**src/rtl/core/rli_pkg.sv**
```systemverilog
// Shared types and constants for the ray against 2D line block.
package rli_pkg;

    // Result status codes
    typedef enum logic [1:0] {
        ST_HIT      = 2'd0,
        ST_PARALLEL = 2'd1,
        ST_BEHIND   = 2'd2
    } t_status;

    // Register indexes on the configuration port
    localparam logic [2:0] REG_ORIGIN_X = 3'd0;
    localparam logic [2:0] REG_ORIGIN_Y = 3'd1;
    localparam logic [2:0] REG_NORMAL_X = 3'd2;
    localparam logic [2:0] REG_NORMAL_Y = 3'd3;
    localparam logic [2:0] REG_TOL      = 3'd4;

    // Depth of the queue between front and back, and register stages in the front
    localparam int QDEPTH       = 8;
    localparam int FRONT_STAGES = 3;

    // Classification of a ray, decided in the front
    typedef struct packed {
        logic parallel;
        logic opposite;
    } t_cls;

endpackage

```
**src/rtl/core/rli_queue.sv**
```systemverilog
// Queue between front and back: memory FIFO with registered read data.
module rli_queue #(
    parameter int WIDTH = 8,
    parameter int DEPTH = 8
) (
    input  logic                       i_clk,
    input  logic                       i_rst_n,
    input  logic                       i_push,
    input  logic [WIDTH-1:0]           i_data,
    output logic                       o_valid,
    output logic [WIDTH-1:0]           o_data,
    output logic [$clog2(DEPTH+1)-1:0] o_count
);
    import rli_pkg::*;

    localparam int AW = $clog2(DEPTH);
    localparam int CW = $clog2(DEPTH+1);

    logic [WIDTH-1:0] r_mem [DEPTH];
    logic [AW-1:0]    r_wr, r_rd;
    logic [CW-1:0]    r_count, n_count;
    logic             pop;

    // Pop whenever something waits: the back never stalls
    assign pop     = (r_count != '0);
    assign n_count = r_count + CW'(i_push) - CW'(pop);
    assign o_count = r_count;

    // Pointers, occupancy and output strobe
    always_ff @(posedge i_clk) begin
        if (!i_rst_n) begin
            r_wr    <= '0;
            r_rd    <= '0;
            r_count <= '0;
            o_valid <= 1'b0;
        end else begin
            if (i_push) r_wr <= (r_wr == AW'(DEPTH-1)) ? '0 : r_wr + 1'b1;
            if (pop)    r_rd <= (r_rd == AW'(DEPTH-1)) ? '0 : r_rd + 1'b1;
            r_count <= n_count;
            o_valid <= pop;
        end
    end

    // Storage and registered read
    always_ff @(posedge i_clk) begin
        if (i_push) r_mem[r_wr] <= i_data;
        if (pop)    o_data      <= r_mem[r_rd];
    end

endmodule

```
**config.mk**
```make
export PLATFORM = sky130hd
export DESIGN_NAME = rli_queue
export DESIGN_NICKNAME = d
export VERILOG_FILES = /design/src/rtl/core/rli_pkg.sv /design/src/rtl/core/rli_queue.sv
export SDC_FILE = /design/constraint.sdc
export NUM_CORES = 1
export LEC_CHECK = 0
export BUFFER_PORTS_ARGS = -buffer_cell sky130_fd_sc_hd__buf_2
export CORE_MARGIN = 2
export CORE_UTILIZATION = 30
export DETAILED_ROUTE_END_ITERATION = 6
export GPL_ROUTABILITY_DRIVEN = 0
export PLACE_DENSITY_LB_ADDON = 0.05
export SLEW_MARGIN = 30
export SYNTH_ARGS = -nofsm -noshare
export SYNTH_HDL_FRONTEND = slang
export SYNTH_SLANG_ARGS = --single-unit
export TNS_END_PERCENT = 1
```
**constraint.sdc**
```tcl
create_clock -name i_clk -period 3.2 [get_ports i_clk]
set_input_delay 0.96 -clock i_clk [delete_from_list [all_inputs] [get_ports i_clk]]
set_output_delay 0.96 -clock i_clk [all_outputs]
set_load 0.01 [all_outputs]
```
---- Word level (Yosys, flattened, before mapping) ----
Memory sizes are Yosys's and may differ from the RTL's. A register that Yosys moved wholly into a read port is not among the register bits.
Cells that the tools add are included.
storage, ports and cells
  memories kept ........................... 1
  RAM bits ................................ 64
  flip-flop bits (word level) ............. 11
operators by class
  reduce and logical (&&, ||, !) cells .... 1
  eq/ne operators ......................... 2
  mux-type cells .......................... 4
  add/subtract/negate cells ............... 4
memory list
  memory  depth  width  read ports  clocked after memory_dff  write ports  RTL line         source
  r_mem   8      8      1           1                         1            rli_queue.sv:19  logic [WIDTH-1:0] r_mem [DEPTH];
operators by type and width
  kind                                         number
  adder 3 x 1 -> 3 bit, second input constant  2
  equality test 3 bit, second input constant   2
  two-way mux 3 bit                            2
  adder 4 x 1 -> 4 bit                         1
  nonzero test 4 bit                           1
  subtractor 4 x 1 -> 4 bit                    1
  two-way mux 1 bit                            2

---- Depth between registers and ports, before layout ----
Gate-level depths: netlist of the first run.
  depth after elaboration ................. 2
  mapped depth ............................ 10

---- Worst setup path before layout of the first run ----
No wires, ideal clock.
  path type ............................... reg-to-reg
  start point ............................. register r_count[2] (netlist: o_count[2])
  end point ............................... register r_count[2] (netlist: o_count[2])
  required time ........................... 3.085 ns
  clock period less this slack ............ 2.642 ns
  library setup time ...................... 0.115 ns
  data arrival time ....................... 2.527 ns
  cell stages (with the launch flop) ...... 11
  slack ................................... 0.558 ns
  buffers on the path ..................... 0
  path through ............................ dfxtp_1 > inv_1 > ha_1 > nor3b_1 > inv_1 > ha_1 > inv_1 > ha_1 > fa_1 > xor2_1 > and2_1
between the ends
  cells in the longest elaborated chain, start to end .. 2
ends and longest elaborated chain
  item                       RTL line         source
  from (decl)                rli_queue.sv:21  logic [CW-1:0] r_count, n_count;
  from (signal assigned)     rli_queue.sv:39  r_count <= n_count;
  nonzero test 4 bit         rli_queue.sv:25  assign pop = (r_count != '0);
  named net pop              rli_queue.sv:22  logic pop;
  subtractor 4 x 1 -> 4 bit  rli_queue.sv:26  assign n_count = r_count + CW'(i_push) - CW'(pop);
The timed path passes the listed nets, and every way through them passes these cells.
A chain may end at the register's enable or synchronous reset.

---- Final worst setup path of the first run ----
Ends and elaborated chain as after synthesis.

==> results.json, run 1 <==
{
  "die-height_um": 109.4,
  "fin_nets": 232,
  "h-tree-depth": 3,
  "start_util_pct": 30.75,
  "cts_resized": 0,
  "drt-total-wl_mm": 6.660,
  "grt_pass1_wl_mm": 10.12,
  "clockPowerShare_pct": 26.9,
  "tns_ns": 0,
  "clockBufferDepth": 2,
  "fin_crit_ns": 2.210,
  "reg2reg_from": "o_count[2]$_SDFF_PN0_",
  "portBuffers": 23,
  "syn_nets": 191,
  "fill_cells": 1025,
  "outcome": "completed",
  "core_sq_um": 10840,
  "worstHoldStart": "r_wr[2]$_SDFFE_PN0P_",
  "syn_to_final_growth_pct": 16.29,
  "hold_depth": 2,
  "cts_setup_buffers": 0,
  "synth_xor_area_share_pct": 0.2628,
  "crit_type": "register to register",
  "hold_violations": 0,
  "antennaDiodeCount": 0,
  "synth_top_family_by_area": "multiplexers",
  "setup_violations": 0,
  "power_leakage_nw": 1.378,
  "cp.depth": 11,
  "io-pin-count": 24,
  "synth_area_sq_um": 3333,
  "syn_avg_cell_area_sq_um": 19.61,
  "vias": 1627,
  "power_frac_comb_pct": 23.3,
  "rows": 38,
  "post_drt_wl_per_cell_um": 18.71,
  "synthAdderAreaFrac_pct": 3.979,
  "insertion_delay_ns": 0.35,
  "first_pass_iters": 4,
  "fmax_mhz": 452.6,
  "drt_first_iter_violations": 50,
  "fin_skew_ns": 0.01088,
  "synth_cell_types": 27,
  "cp_cell_sequence": "inv_1, ha_1, nor3b_1, buf_4, inv_1, ha_1, inv_1, ha_1, fa_1, xor2_1, and2_1",
  "synth.area.mux_share_pct": 16.52,
  "postCtsHoldBufs": 0,
  "drc": 0,
  "hpwlAfterDp_mm": 4.352,
  "power_density_nw_per_um2": 728.4,
  "die-area_sq_um": 11970,
  "grt_antenna_before_repair": 0,
  "cts_tree": "yes",
  "grt_max_degree": 19,
  "required_ns": 3.45,
  "pwr-share-seq_pct": 49.8,
  "p_switching_w": 0.0008067,
  "critical_path.top_delay_family": "adder cells",
  "vias_per_cell": 4.570,
  "synth_compound_area_share_pct": 0.9384,
  "track_usage_pct": 12.27,
  "tightestPinTransition_ns": 0.8346,
  "syn_inst": 170,
  "ys_ff_latch": 83,
  "worst_slack_ns": 0.9904,
  "clkSlewWorstSetupHoldPaths_ns": 0.09,
  "cts_buffers": 9,
  "synth-simple-area-share_pct": 4.505,
  "die_x_um": 109.4,
  "worst_r2r_path_depth": 11,
  "first_global_vias": 1707,
  "p_int_w": 0.002017,
  "cts.sinks": 83,
  "relSlewSlack_pct": 44.16,
  "critPathBufInv": 4,
  "path_max_fanout": 6,
  "slowest_delay_ns": 0.38,
  "post-place-ws_ns": 0.8428,
  "ant_nets": 0,
  "whs_endpoint": "r_wr[2]$_SDFFE_PN0P_",
  "hold_path.class": "register to register",
  "ys_seq_area_share_pct": 71.47,
  "fin_crit_sh_pct": 69.05,
  "final_max_slew_viol_count": 0,
  "grt_setup_unrepaired": "no",
  "yosys_warnings": 0,
  "swShare_pct": 28.57,
  "overflow": 0,
  "slowest_stage": "fa_1",
  "post_route_cells_drive_above_1_share_pct": 27.78,
  "critPathLaunchType": "register",
  "root_buffer": "clkbuf_8",
  "vdd_drop_max_mv": 0.3055,
  "drv_cap": 0,
  "timing.rr.end": "o_count[2]$_SDFF_PN0_",
  "worstPathArrival_ns": 2.46,
  "cp-end-kind": "register",
  "rrSetupSlack_ns": 0.99
}
cell families after synthesis:
kind of cell | Yosys count
AOI/OAI and AO/OA | 5
xor gates and xnor gates | 1
adders and majority gates | 10
buffers and inverters | 14
DFF | 83
muxes | 28
and+or+nand+nor | 29
how the worst max path moves through the flow:
stage	from	end	slack, ns
4_1_cts	o_count[2]$_SDFF_PN0_	o_count[2]$_SDFF_PN0_	0.98
3_5_place_dp	i_push	r_mem[4][1]$_DFFE_PP_	0.84
6_report	o_count[2]$_SDFF_PN0_	o_count[2]$_SDFF_PN0_	0.99
3_3_place_gp	i_push	r_mem[4][0]$_DFFE_PP_	0.98
5_1_grt	o_count[2]$_SDFF_PN0_	o_count[2]$_SDFF_PN0_	0.81
2_1_floorplan	o_count[2]$_SDFF_PN0_	o_count[2]$_SDFF_PN0_	0.56
worst min-delay path, cell delays in order, from the launching register on:
cell and delay (ns):
dfxtp_1 0.38, mux2i_1 0.14, nor2b_1 0.06
metal layers:
| metal | track usage (%) | wire (um) |
|---|---|---|
| met4 | 5.696 | 108 |
| met2 | 20.72 | 3435 |
| met3 | 1.956 | 186 |
| met5 | 0 | 0 |
| met1 | 15.46 | 2931 |
per-stage QoR:
stage	instance area [sq um]	hold WS (ns)	instances	utilization (%)	power [W]
5_1_grt	3876	0.6564	356	35.76	0.002982
2_1_floorplan	3333	0.5547	170	-	0.001856
4_1_cts	3875	0.6168	356	35.75	0.002869
6_report	3876	0.6178	356	35.76	0.002823
3_5_place_dp	3674	0.6037	340	33.89	0.002106
3_3_place_gp	3674	0.5942	340	33.89	0.002072
sequential cells by signal, indices dropped and copies added, names as in the netlist:
signal,cells
o_valid,1
o_data,8
r_mem,64
r_rd,3
o_count,4
r_wr,3
power groups by stage:
stage	sequential (W)	clock, W	combinational, W
global route	0.00142	0.000824	0.000738
floorplan	0.00142	0	0.000434
detailed placement	0.00143	0	0.000673
global placement	0.00143	0	0.000646
finish	0.00141	0.000760	0.000658
CTS	0.00141	0.000784	0.000676
Yosys cell counts:
| library cell | number | share of area (%) |
|---|---|---|
| or3_1 | 1 | 0.19 |
| dfxtp_1 | 11 | 6.6 |
| xor2_1 | 1 | 0.26 |
| clkbuf_1 | 2 | 0.23 |
| o21ai_0 | 1 | 0.15 |
| nand2_1 | 6 | 0.68 |
| inv_1 | 8 | 0.90 |
| edfxtp_1 | 72 | 65 |
| nand2b_1 | 4 | 0.75 |
| nor3b_1 | 1 | 0.23 |
| buf_12 | 1 | 0.60 |
| buf_2 | 1 | 0.15 |
| a21boi_0 | 1 | 0.23 |
| mux4_1 | 16 | 13 |
| and2_1 | 5 | 0.94 |
| buf_6 | 1 | 0.34 |
| ha_1 | 9 | 3.4 |
| buf_1 | 1 | 0.11 |
| nor2_1 | 6 | 0.68 |
| a21oi_1 | 1 | 0.15 |
| nor3_1 | 2 | 0.30 |
| fa_1 | 1 | 0.60 |
| mux2_2 | 8 | 2.7 |
| mux2i_1 | 4 | 1.2 |
| a21o_1 | 1 | 0.23 |
| o22ai_1 | 1 | 0.19 |
| nor2b_1 | 4 | 0.75 |
layout by cell type, fill, tap and decap left out:
cell type,Yosys,final
o22ai_1,1,1
nor2b_1,4,4
nor2_1,6,6
clkbuf_8,0,9
a21oi_1,1,1
nor3_1,2,2
xor2_1,1,1
bufinv_16,0,1
nand2_1,6,6
o21ai_0,1,1
fa_1,1,1
dfxtp_2,0,1
a21o_1,1,1
inv_8,0,1
buf_4,0,13
or3_1,1,1
edfxtp_1,72,72
and2_1,5,5
ha_1,9,9
nor3b_1,1,1
clkinv_4,0,2
a21boi_0,1,1
mux2_2,8,8
buf_2,1,23
mux2i_1,4,4
nand2b_1,4,4
mux4_1,16,16
clkinv_1,0,1
clkinvlp_4,0,2
inv_1,8,8
dfxtp_1,11,10
cell type report:
cell class | count | area [sq um] | share of cell area (%)
flip-flops and latches | 83 | 2384 | 61.49
inverters | 8 | 30.03 | 0.7747
repair buffers | 36 | 212.7 | 5.487
multi-input cells | 73 | 873.3 | 22.53
clock inverters | 7 | 77.57 | 2.001
clock buffers | 9 | 123.9 | 3.196
well taps | 140 | 175.2 | 4.519
No activity file was read; power rests on OpenSTA's default activity.
==> run 2, diff against run 1 <==
--- a/config.mk
+++ b/config.mk
@@ -5,6 +5,7 @@
 export SDC_FILE = /design/constraint.sdc
 export NUM_CORES = 1
 export LEC_CHECK = 0
+export ABC_AREA = 1
 export BUFFER_PORTS_ARGS = -buffer_cell sky130_fd_sc_hd__buf_2
 export CORE_MARGIN = 2
 export CORE_UTILIZATION = 30
==> constraint.sdc (replaced) <==
create_clock -name i_clk -period 2.1 [get_ports i_clk]
set_input_delay 0.63 -clock i_clk [delete_from_list [all_inputs] [get_ports i_clk]]
set_output_delay 0.63 -clock i_clk [all_outputs]
set_load 0.01 [all_outputs]
==> run 2 against run 1 <==
  * Clock skew fell by 0.0056 ns
  * Power rose by 92%
  * Wire length rose by 19%
==> results.json, run 2 <==
{
  "cp-end-kind": "register",
  "post_route_cells_drive_above_1_share_pct": 14.04,
  "hold_violations": 0,
  "largest-register": "r_mem",
  "busiest_layer": "met2",
  "fin_crit_ns": 1.846,
  "grt_max_degree": 36,
  "grt_setup_unrepaired": "no",
  "ant_nets": 0,
  "placedCellCount": 545,
  "fmax_mhz": 541.8,
  "ys_top_cells_by_area": "edfxtp_1 59%, nand2_1 12%, inv_1 8.3%",
  "vias_per_cell": 4.238,
  "worstHoldStart": "r_wr[0]$_SDFFE_PN0P_",
  "grt_pass1_wl_mm": 12.69,
  "fin_nets": 430,
  "power_density_nw_per_um2": 1251,
  "use_met3_pct": 4.606,
  "pwr-share-seq_pct": 38.9,
  "finalPower_w": 0.005411,
  "die-area_sq_um": 13160,
  "required_ns": 2.33,
  "syn_inst": 369,
  "hpwlAfterDp_mm": 5.182,
  "fin_crit_sh_pct": 87.90,
  "hold_path.class": "register to register",
  "first_global_vias": 2266,
  "path_max_fanout": 2,
  "use_met2_pct": 21.97,
  "ys_ff_latch": 83,
  "ys_seq_area_share_pct": 64.78,
  "die_x_um": 114.7,
  "root_buffer": "clkbuf_16",
  "synth_cell_types": 17,
  "tightestPinTransition_ns": 0.3675,
  "cts_setup_buffers": 0,
  "antennaDiodeCount": 0,
  "first_pass_iters": 5,
  "relSlewSlack_pct": 75.46,
  "p_switching_w": 0.001774,
  "crit_type": "register to register",
  "hold_depth": 2,
  "reg2reg_from": "o_count[2]$_SDFF_PN0_",
  "drc": 0,
  "worst_r2r_path_depth": 9,
  "drt_first_iter_violations": 85,
  "yosys.area.top_type": "edfxtp_1",
  "h-tree-depth": 3,
  "synth_edf_count": 72,
  "vias": 2373,
  "worstSetupStartpoint": "o_count[2]$_SDFF_PN0_",
  "post-place-ws_ns": 0.2522,
  "fill_cells": 1220,
  "synthTopCellsByCount": "120 x nand2_1, 81 x inv_1, 72 x edfxtp_1",
  "postCtsHoldBufs": 0,
  "overflow": 0,
  "synthFlopType": "edfxtp_1",
  "final_common_cell": "nand2_1",
  "setup_violations": 0,
  "largest_reg_flops": 64,
  "syn_to_final_growth_pct": 17.59,
  "insertion_delay_ns": 0.34,
  "post_drt_wl_per_cell_um": 14.10,
  "p_int_w": 0.003637,
  "vdd_drop_max_mv": 0.4872,
  "synth_top_area_share_pct": 58.80,
  "fin_cells": 560,
  "drv_cap": 0,
  "rows": 40,
  "syn_avg_cell_area_sq_um": 9.966,
  "synth_area_sq_um": 3677,
  "die-height_um": 114.7,
  "use_met1_pct": 16.99,
  "layout_common_cells": "120 x nand2_1, 81 x inv_1, 72 x edfxtp_1, 34 x nand3_1, 23 x buf_2",
  "start_util_pct": 30.61,
  "grt_antenna_before_repair": 0,
  "cts_resized": 0,
  "portBuffers": 23,
  "cts_buffers": 9,
  "tns_ns": 0,
  "whs_ns": 0.5006,
  "worst_slack_ns": 0.2541,
  "drt-total-wl_mm": 7.897,
  "cts_tree": "yes",
  "final_max_slew_viol_count": 0,
  "clockPowerShare_pct": 30.4,
  "clkSlewWorstSetupHoldPaths_ns": 0.06,
  "power_frac_comb_pct": 30.7,
  "syn_nets": 390,
  "critPathLaunchType": "register",
  "async_flop_share_pct": 0,
  "worstPathArrival_ns": 2.08,
  "swShare_pct": 32.78,
  "yosysMostFrequentCell": "nand2_1",
  "clockBufferDepth": 2,
  "outcome": "completed",
  "yosys_warnings": 0,
  "io-pin-count": 24,
  "cts.sinks": 83,
  "core_sq_um": 12010,
  "fin_skew_ns": 0.005231,
  "power_leakage_nw": 2.017,
  "track_usage_pct": 13.57
}
run 2: critical path, cell delays in order (launching register included):
cell	delay, ns
dfxtp_1	0.31
inv_1	0.07
ha_1	0.17
nand3_2	0.08
ha_1	0.28
inv_1	0.04
ha_1	0.20
fa_1	0.40
xnor2_1	0.15
nor2_1	0.05
run 2: cells by family (layout without fill, tap and decap cells):
family | after synthesis | in the layout | share of synthesized area [%]
XOR/XNOR | 1 | 1 | 0.2382
flip-flops | 83 | 83 | 64.78
buffers and inverters | 94 | 138 | 11.36
AO/OA/AOI/OAI | 8 | 8 | 1.089
AND/OR/NAND/NOR | 173 | 173 | 18.92
adder cells (fa/ha/maj) | 10 | 10 | 3.607
run 2: cell type report:
cell class	instances	area, sq um	area share [%]
Timing Repair Buffer	40	255.2	5.903
Clock buffer	9	225.2	5.208
Tap cell	147	183.9	4.253
Inverter	83	314.1	7.263
Multi-Input combinational cell	192	882.1	20.40
Clock inverter	6	81.33	1.881
Sequential cell	83	2382	55.09
run 2: routing by layer:
layer,part of all wire (%),vias up
met5,0,-
met4,1.4,0
met3,3.4,7
met2,48,32
met1,48,1109
li1,-,1225
run 2: path summary, 6_finish.rpt:
| check | endpoint | slack, ns |
|---|---|---|
| setup / recovery | o_count[2]$_SDFF_PN0_ | 0.25 |
| hold / removal | r_wr[0]$_SDFFE_PN0P_ | 0.50 |
| setup reg to reg | o_count[2]$_SDFF_PN0_ | 0.25 |
| hold reg to reg | r_wr[0]$_SDFFE_PN0P_ | 0.50 |
run 2: power by group through the flow:
stage          Clock [W]  Sequential, W  Combinational [W]
5_1_grt          0.00178        0.00212            0.00194
3_5_place_dp           0        0.00214            0.00171
2_1_floorplan          0        0.00220            0.00116
6_report         0.00165        0.00210            0.00166
4_1_cts          0.00171        0.00210            0.00172
3_3_place_gp           0        0.00214            0.00170
run 2: through the flow:
step,instance area [sq um],utilization (%)
5_1_grt,4324,36.00
6_report,4324,36.00
3_3_place_gp,4018,33.45
3_5_place_dp,4018,33.45
2_1_floorplan,3682,-
4_1_cts,4324,36.00
